<file path="config.mk">
export PLATFORM = sky130hd
export DESIGN_NAME = key_value_map_table
export DESIGN_NICKNAME = d
export VERILOG_FILES = /design/src/kvm_pkg.sv /design/src/kvm_cell.sv /design/src/key_value_map_table.sv
export SDC_FILE = /design/constraint.sdc
export NUM_CORES = 2
export LEC_CHECK = 0
export BUFFER_PORTS_ARGS = -buffer_cell sky130_fd_sc_hd__buf_2
export CAP_MARGIN = 40
export CELL_PAD_IN_SITES_DETAIL_PLACEMENT = 0
export CELL_PAD_IN_SITES_GLOBAL_PLACEMENT = 1
export CORE_ASPECT_RATIO = 1.1
export CORE_MARGIN = 10
export CORE_UTILIZATION = 38
export DETAILED_ROUTE_END_ITERATION = 12
export PLACE_DENSITY_LB_ADDON = 0.15
export SLEW_MARGIN = 20
export SYNTH_ARGS = -nofsm -noshare
export SYNTH_HDL_FRONTEND = slang
export SYNTH_HIERARCHICAL = 1
export SYNTH_SLANG_ARGS = --single-unit
</file>
<file path="constraint.sdc">
create_clock -name clk -period 9.5 [get_ports clk]
set_input_delay 0.95 -clock clk [delete_from_list [all_inputs] [get_ports clk]]
set_output_delay 0.95 -clock clk [all_outputs]
set_load 0.05 [all_outputs]
</file>
<file path="src/kvm_pkg.sv">
// shared types and constants for the key/value map table
// used by kvm_cell and key_value_map_table; no dependencies
package kvm_pkg;

  localparam int unsigned ENTRIES   = 16;
  localparam int unsigned CNT_W     = $clog2(ENTRIES + 1);
  localparam int unsigned KEY_W     = 32;
  localparam int unsigned VAL_W     = 32;
  localparam int unsigned TOTAL_W   = 5;
  localparam int unsigned TOTAL_MAX = 31;
  localparam int unsigned IN_W      = 72;
  localparam int unsigned OUT_W     = 40;

  typedef enum logic [1:0] {
    CMD_ADD    = 2'd0,
    CMD_SEARCH = 2'd1,
    CMD_REMOVE = 2'd2,
    CMD_STATUS = 2'd3
  } cmd_t;

  // request moving down the row of cells, one cell per cycle
  typedef struct packed {
    logic                    active;
    cmd_t                    cmd;
    logic signed [KEY_W-1:0] key;
    logic signed [VAL_W-1:0] value;
    logic                    hit;
    logic signed [VAL_W-1:0] found;
    logic                    free_seen;
  } token_t;

  // update broadcast to every cell once the scan is over
  typedef struct packed {
    logic                    en;
    cmd_t                    cmd;
    logic                    hit;
    logic signed [KEY_W-1:0] key;
    logic signed [VAL_W-1:0] value;
  } commit_t;

endpackage

</file>
<file path="src/kvm_cell.sv">
// one slot of the map: stored key, value and valid bit
// compares the passing request and applies the broadcast update; uses kvm_pkg
module kvm_cell
  import kvm_pkg::*;
(
  input  logic    clk,
  input  logic    rst,
  input  token_t  tok_in,
  output token_t  tok_out,
  input  commit_t commit
);

  logic                    valid;
  logic signed [KEY_W-1:0] key;
  logic signed [VAL_W-1:0] value;
  logic                    mark_match;
  logic                    mark_free;
  logic                    match;

  assign match = valid && (key == tok_in.key);

  always_ff @(posedge clk) begin
    // control state
    if (rst) begin
      tok_out.active <= 1'b0;
      valid          <= 1'b0;
    end else begin
      tok_out.active <= tok_in.active;
      if (commit.en) begin
        if (commit.cmd == CMD_ADD && !commit.hit && mark_free) begin
          valid <= 1'b1;
        end else if (commit.cmd == CMD_REMOVE && commit.hit && mark_match) begin
          valid <= 1'b0;
        end
      end
    end

    // payload, no reset
    tok_out.cmd       <= tok_in.cmd;
    tok_out.key       <= tok_in.key;
    tok_out.value     <= tok_in.value;
    tok_out.hit       <= tok_in.hit | match;
    tok_out.found     <= match ? value : tok_in.found;
    tok_out.free_seen <= tok_in.free_seen | !valid;
    if (tok_in.active) begin
      mark_match <= match;
      mark_free  <= !valid && !tok_in.free_seen;
    end
    if (commit.en && commit.cmd == CMD_ADD) begin
      if (commit.hit && mark_match) begin
        value <= commit.value;
      end else if (!commit.hit && mark_free) begin
        key   <= commit.key;
        value <= commit.value;
      end
    end
  end

endmodule

</file>
<file path="src/key_value_map_table.sv">
// top level of the key/value map table: request entry, row of kvm_cell slots,
// update broadcast and result register; uses kvm_pkg and kvm_cell
//
//  channel | dir | handshake          | contents
//  s_*     | in  | s_tvalid/s_tready  | command, key, new_value
//  m_*     | out | m_tvalid/m_tready  | result_value, hit, table_full, entry_total, is_empty
//
// a command walks the row of cells one slot per cycle, its outcome is parked, and
// then the update is broadcast and the result loaded once the output register is free
// one command is in flight at a time; s_tready is high only while idle
// a stalled result holds in the output register; the next command may be accepted
// and is parked after its scan until the output register frees up
// rst is synchronous and clears all valid bits and the entry count
module key_value_map_table
  import kvm_pkg::*;
(
  input  logic             clk,
  input  logic             rst,
  input  logic             s_tvalid,
  output logic             s_tready,
  input  logic [IN_W-1:0]  s_tdata,   // command[1:0], key[33:2], new_value[65:34], zero pad
  output logic             m_tvalid,
  input  logic             m_tready,
  output logic [OUT_W-1:0] m_tdata    // result_value[31:0], hit[32], table_full[33],
                                      // entry_total[38:34], is_empty[39]
);

  typedef enum logic [1:0] {
    ST_IDLE,
    ST_SCAN,
    ST_DONE
  } state_t;

  state_t           state;
  token_t           pend;
  logic [CNT_W-1:0] count;
  logic [CNT_W-1:0] count_next;

  token_t  tok [ENTRIES+1];
  commit_t commit;

  logic                    accept;
  logic                    out_free;
  logic                    is_add;
  logic                    is_remove;
  logic                    is_status;
  logic                    res_hit;
  logic                    res_full;
  logic signed [VAL_W-1:0] res_value;
  logic [TOTAL_W-1:0]      res_total;

  assign s_tready = (state == ST_IDLE);
  assign accept   = s_tvalid && s_tready;
  assign out_free = !m_tvalid || m_tready;

  // request entering the first cell
  always_comb begin
    tok[0].active    = accept;
    tok[0].cmd       = cmd_t'(s_tdata[1:0]);
    tok[0].key       = s_tdata[33:2];
    tok[0].value     = s_tdata[65:34];
    tok[0].hit       = 1'b0;
    tok[0].found     = '0;
    tok[0].free_seen = 1'b0;
  end

  // row of slots, each handing the request to its neighbor
  for (genvar i = 0; i < ENTRIES; i++) begin : g_cell
    kvm_cell u_cell (
      .clk     (clk),
      .rst     (rst),
      .tok_in  (tok[i]),
      .tok_out (tok[i+1]),
      .commit  (commit)
    );
  end

  // update broadcast and result fields from the parked scan outcome
  always_comb begin
    is_add    = (pend.cmd == CMD_ADD);
    is_remove = (pend.cmd == CMD_REMOVE);
    is_status = (pend.cmd == CMD_STATUS);

    commit.en    = (state == ST_DONE) && out_free;
    commit.cmd   = pend.cmd;
    commit.hit   = pend.hit;
    commit.key   = pend.key;
    commit.value = pend.value;

    res_hit   = pend.hit && !is_status;
    res_value = res_hit ? pend.found : '0;
    res_full  = is_add && !pend.hit && !pend.free_seen;

    count_next = count;
    if (is_add && !pend.hit && pend.free_seen) begin
      count_next = count + CNT_W'(1);
    end else if (is_remove && pend.hit) begin
      count_next = count - CNT_W'(1);
    end

    // entry_total saturates for deep tables
    if (32'(count_next) > TOTAL_MAX) begin
      res_total = TOTAL_W'(TOTAL_MAX);
    end else begin
      res_total = TOTAL_W'(count_next);
    end
  end

  always_ff @(posedge clk) begin
    if (rst) begin
      state    <= ST_IDLE;
      m_tvalid <= 1'b0;
      count    <= '0;
    end else begin
      // a result transfer empties the output register unless a new result loads it
      if (m_tvalid && m_tready && !commit.en) begin
        m_tvalid <= 1'b0;
      end
      case (state)
        ST_IDLE: begin
          if (accept) begin
            state <= ST_SCAN;
          end
        end
        ST_SCAN: begin
          // request leaves the last cell
          if (tok[ENTRIES].active) begin
            pend  <= tok[ENTRIES];
            state <= ST_DONE;
          end
        end
        ST_DONE: begin
          if (out_free) begin
            count    <= count_next;
            m_tvalid <= 1'b1;
            m_tdata  <= {(count_next == '0), res_total, res_full, res_hit, res_value};
            state    <= ST_IDLE;
          end
        end
        default: begin
          state <= ST_IDLE;
        end
      endcase
    end
  end

`ifndef SYNTHESIS
  // a request only leaves the row while a scan is running
  a_tail_in_scan: assert property (@(posedge clk) disable iff (rst)
    tok[ENTRIES].active |-> state == ST_SCAN)
    else $error("request left the cell row outside a scan");

  // no new request enters while one is in the row
  a_one_in_flight: assert property (@(posedge clk) disable iff (rst)
    (state == ST_SCAN) |-> !tok[0].active)
    else $error("second request entered during a scan");

  // stored pair count never passes the slot count
  a_count_bound: assert property (@(posedge clk) disable iff (rst)
    32'(count) <= ENTRIES)
    else $error("entry count exceeds slot count");

  // a dropped add is only reported when every slot is taken
  a_full_means_full: assert property (@(posedge clk) disable iff (rst)
    (m_tvalid && m_tdata[33]) |-> 32'(count) == ENTRIES)
    else $error("table_full reported with free slots");

  // an update broadcast always loads a result
  a_commit_result: assert property (@(posedge clk) disable iff (rst)
    commit.en |=> m_tvalid)
    else $error("update without a result");
`endif

endmodule
</file>
=== Yosys cells after proc, flatten, opt, wreduce, memory -nomap -nowiden ===
Cells that the tools add are included.
Widths: inputs -> output; s select.

* Add/subtract/negate cells: 2
* Multiply operators: 0
* Divide/modulo/power cells: 0
* Magnitude comparators: 0
* Eq/ne operators: 23
* Shift operators: 0
* Muxes and demuxes: 88
* Bitwise operators: 47
* Reduce and logical (&&, ||, !) cells: 229

{| class="wikitable"
|+ Operator list
! cell !! number
|-
| $mux 32 || 47
|-
| $eq 32x32->1 || 16
|-
| $logic_and 1x1->1 || 105
|-
| $reduce_and 2->1 || 33
|-
| $reduce_bool 2->1 || 32
|-
| $reduce_and 3->1 || 19
|-
| $logic_not 1->1 || 36
|-
| $mux 1 || 35
|-
| $or 1x1->1 || 30
|-
| $not 1->1 || 17
|-
| $mux 5 || 2
|-
| $eq 2x2->1 const B || 3
|-
| $mux 2 || 3
|-
| $pmux 2 s3 || 1
|-
| $add 5x1->5 const B || 1
|-
| $logic_not 5->1 || 1
|-
| $sub 5x1->5 const B || 1
|-
| $logic_not 2->1 || 2
|-
| $ne 2x1->1 const B || 2
|-
| $eq 2x1->1 const B || 1
|-
| $ne 2x2->1 const B || 1
|-
| $logic_or 1x1->1 || 1
|}

* Flip-flop bits (word level): 2,836
* Bits in latches: 0
* Bits in writable memories: 0
* Bits in read-only memories: 0
* Input port bits: 76
* Output and inout port bits: 42
* Logic and storage cells: 592
* Memories: 0

=== Depth between registers and ports, before layout ===
* Depth after elaboration: 8
* Mapped depth: 7
* Mapped depth without buffers: 7

=== Modules after synthesis ===
The synthesis kept the hierarchy.

{| class="wikitable"
|+ By module, submodules not included
! module !! instances !! cells each !! area each (sq um) !! seq. area each (sq um)
|-
| kvm_cell || 16 || 276 || 5,067.4 || 4,023.9
|-
| key_value_map_table || 1 || 243 || 4,984.8 || 4,364.2
|}

=== Worst setup path after synthesis ===
Ideal clock, no wire load.

* Path kind: input to register
* Start point: input port rst
* End point: register pend, in the netlist commit[0] (enable)
* Setup time: 0.681 ns
* Arrival time: 8.004 ns
* Required time: 8.819 ns
* Path slack: 0.815 ns
* Stages: 2
* Path buffers: 1
* Cells stage by stage: clkbuf_1 > nor3_1

* Word-level cells in the longest chain between the ends: 2

{| class="wikitable"
|+ Ends and longest elaborated chain
! item !! RTL line !! text
|-
| start: declaration || key_value_map_table.sv:18 || <nowiki>input logic rst,</nowiki>
|-
| $not 1->1 (no source line) || -- ||
|-
| $reduce_and 3->1 (no source line) || -- ||
|-
| end signal: assignment || key_value_map_table.sv:128 || <nowiki>pend <= tok[ENTRIES];</nowiki>
|-
| end: declaration || key_value_map_table.sv:35 || <nowiki>token_t pend;</nowiki>
|}

Every way passes these cells.
A chain may end at the register's enable or synchronous reset.

=== Final worst setup path ===
* Start point: register g_cell[1].u_cell.key[16]
* End point: register g_cell[1].u_cell/tok_out[19] in the netlist's numbering

* Word-level cells in the longest chain between the ends: 3

{| class="wikitable"
|+ Ends and longest elaborated chain
! item !! RTL line !! text
|-
| start: declaration || kvm_cell.sv:14 || <nowiki>logic signed [KEY_W-1:0] key;</nowiki>
|-
| start signal: assignment || kvm_cell.sv:53 || <nowiki>key <= commit.key;</nowiki>
|-
| $eq 32x32->1 || kvm_cell.sv:20 || <nowiki>assign match = valid && (key == tok_in.key);</nowiki>
|-
| $logic_and 1x1->1 || kvm_cell.sv:20 ||
|-
| $mux 32 || kvm_cell.sv:43 || <nowiki>tok_out.found <= match ? value : tok_in.found;</nowiki>
|-
| end: declaration || kvm_cell.sv:9 || <nowiki>output token_t tok_out,</nowiki>
|}

Every way passes these cells.

==> reports/metrics.cfg <==
[critical_path]
cp_max_fo=18
crit_path_start=g_cell[1].u_cell/key[16]
arrival_ns=3.72
crit_family=simple AND/OR/NAND/NOR gates
crit_buf_inv=1
startpoint_type=flip-flop
slowest_stage=nor4_2
r2r_start=g_cell[1].u_cell/key[16]
required_ns=10.27
slowest_delay_ns=0.57
crit_type=flip-flop to flip-flop
path_cells=xnor2_1 -> nand4_1 -> nor4_2 -> nand4b_4 -> buf_12 -> mux2_4
cp-end-kind=flip-flop

[floorplanning]
die_w_um=474
num_rows=183
start_util=0.381
io_pins=118
fp.dieH_um=519
die_area_um2=246000
core_um2=226000

[cts]
cts.sinks=2836
cts_setup_buffers=0
tritoncts=built
htree_levels=5
clk_pin_slew_ns=0.06
insertion_delay_ns=0.90
cts_hold_buf=0
cts-root-buf=clkbuf_16
cts-resized-gates=0
cts.path.max_buffers=4
cts_buffers=301

[hold_path]
min-delay-start=s_tdata[59]
hp-class=input pin to flip-flop

[sta]
finalMaxSlewViolations=0
rsz0062_at_grt=false
setup_tns_ns=0
max_slew.worst_pin.slew_ns=0.772
final.period_utilization=0.311
hold_viol=0
slew_headroom=0.485
finClkSkew_ns=0.0448
max_freq_mhz=339
fin_crit_ns=2.95
setup_viol=0

[route]
drt_pass1_iterations=7
ant_nets=0
via_count=34800
drt-initial-drc-count=1426
wl_um=139000
wire_per_inst_um=16.7
drc=0
via_per_inst=4.18

[synthesis]
async_flop_share=0
synth_edf_count=1196
synthAdderAreaFrac=0.000291
synth_cell_types=43
ys_warn_count=6
ys_ff_latch=2836
synth_ff_type=dfxtp_1
synth-compound-area-share=0.0105
synth_top_family_by_area=multiplexers
syn_area_um2=86100
synth_xor_area_frac=0.0510
avgSynthCellArea_um2=18.5
ys_seq_area_frac=0.799
synthMuxAreaShare=0.0872
synth-simple-area-share=0.0441
synth_cells=4659

[global_route]
antenna_found_initial=2
grt_pass1_vias=36300
grt.overflow.total=0
grt_start_max_net_pins=40
grt_pass1_wl_um=216000
grt_use_total=0.112

[status]
status=finished clean

[cells_and_area]
syn_to_final_growth_pct=17.3
nFillCells=19800
seqCellArea_um2=68700
nets=5221
layout-drive-gt1-share=0.229
multi_input_area_um2=17000

[placement]
gp_congestion=0.821
hpwl_um=96700
port_buffers=111

[power_and_ir_drop]
power.total_mw=24.6
ir_worst_vdd_mv=0.193
p_leak_nw=37.8
power.density_nw_per_um2=244

[run]
maxCapViolations=0

## routing by layer
metal	wire length (µm)	track usage	vias up
li1	-	-	17700
met1	65500	0.148	16100
met2	61700	0.173	591
met3	5870	0.0271	367
met4	5900	0.0533	2
met5	10	0	-
## logic make-up after synthesis
kind of cell | count (synthesis)
compound gates | 126
xor+xnor | 501
fa+ha+maj | 2
buf+inv | 89
flops | 2836
mux | 512
other cells | 1
simple gates | 592
## worst register-to-register path: cells and delay by family (launching register included)
kind	cells	cell delay, ns
xor gates and xnor gates	1	0.36
muxes	1	0.32
and+or+nand+nor	3	1.34
buffers and inverters	1	0.43
DFF	1	0.38
## area by class of cell
class	count	area share
antenna	4	0.0000991
clock buffer	444	0.0882
clock inverter	82	0.00722
inverter	36	0.00134
multi-input combinational	1768	0.169
sequential	2836	0.681
tap	2960	0.0367
timing repair buffer	200	0.0169
## final timing paths
path	endpoint	slack, ns	cells after the start
worst max-delay path	g_cell[1].u_cell/tok_out[19]	6.55	6
worst min-delay path	g_cell[0].u_cell/tok_out[59]	0.13	1
worst max register to register	g_cell[1].u_cell/tok_out[19]	6.55	6
worst min register to register	g_cell[10].u_cell/tok_out[98]	0.31	0
## cell usage after synthesis (16+ instances only)
cell type	n	area (µm²)
nor4_2	16	200
nand4b_4	16	380
nand2_1	54	203
buf_6	48	541
nand3_1	33	165
dfxtp_1	1640	32800
inv_1	36	135
nor3_1	50	250
mux2_4	464	6970
nand2b_1	66	413
and2_1	33	206
edfxtp_1	1196	35900
a21oi_1	20	100
o21bai_1	16	120
nand4_1	208	1300
nor2_1	36	135
mux2_2	48	541
o21ai_1	32	160
xnor2_1	499	4370
o21ai_0	18	90.1
nor2b_1	34	213
a211oi_1	17	128
a2111oi_2	16	240
nor4_1	34	213
## per-stage QoR
stage | hold WS [ns] | setup WS [ns] | area, µm² | util | instances
2_1_floorplan | 0.310 | 0.815 | 86200 | - | 4693
3_3_place_gp | 0.310 | 5.65 | 90500 | 0.401 | 7749
3_5_place_dp | 0.312 | 5.99 | 90900 | 0.403 | 7770
4_1_cts | 0.0176 | 6.41 | 101000 | 0.445 | 8296
5_1_grt | 0.0445 | 6.42 | 101000 | 0.447 | 8327
6_report | 0.131 | 6.55 | 101000 | 0.447 | 8330
## state kept, by name, indices dropped and copies added, names as in the netlist
| name | cells |
|---|---|
| g_cell.u_cell/value | 512 |
| g_cell.u_cell/mark_match | 16 |
| pend | 33 |
| state | 2 |
| m_tvalid | 1 |
| commit | 67 |
| g_cell.u_cell/mark_free | 16 |
| g_cell.u_cell/valid | 16 |
| m_tdata | 40 |
| g_cell.u_cell/key | 512 |
| count | 5 |
| g_cell.u_cell/tok_out | 1616 |
## power by group
| part | internal [mW] | switching, mW | leakage (nW) |
|---|---|---|---|
| registers | 13.0 | 0.134 | 24.6 |
| clock network | 6.77 | 4.41 | 4.73 |
| logic | 0.232 | 0.141 | 8.49 |
## layout by cell type, fill, tap and decap left out, types with 33 or more instances in the layout
master	Yosys	final
clkbuf_8	0	54
dfxtp_1	1640	1640
nor3_1	50	33
clkbuf_16	0	315
mux2_2	48	48
and2_1	33	33
clkinv_2	0	33
mux2_4	464	464
buf_2	0	111
nand3_1	33	33
xnor2_1	499	499
clkbuf_1	5	75
nand2b_1	66	66
edfxtp_1	1196	1196
nor2b_1	34	34
nand2_1	54	54
buf_4	0	38
nand4_1	208	208
nor2_1	36	35
nor4_1	34	34
conb_1	1	35
inv_1	36	36
Power figures use the tool's default switching activity.
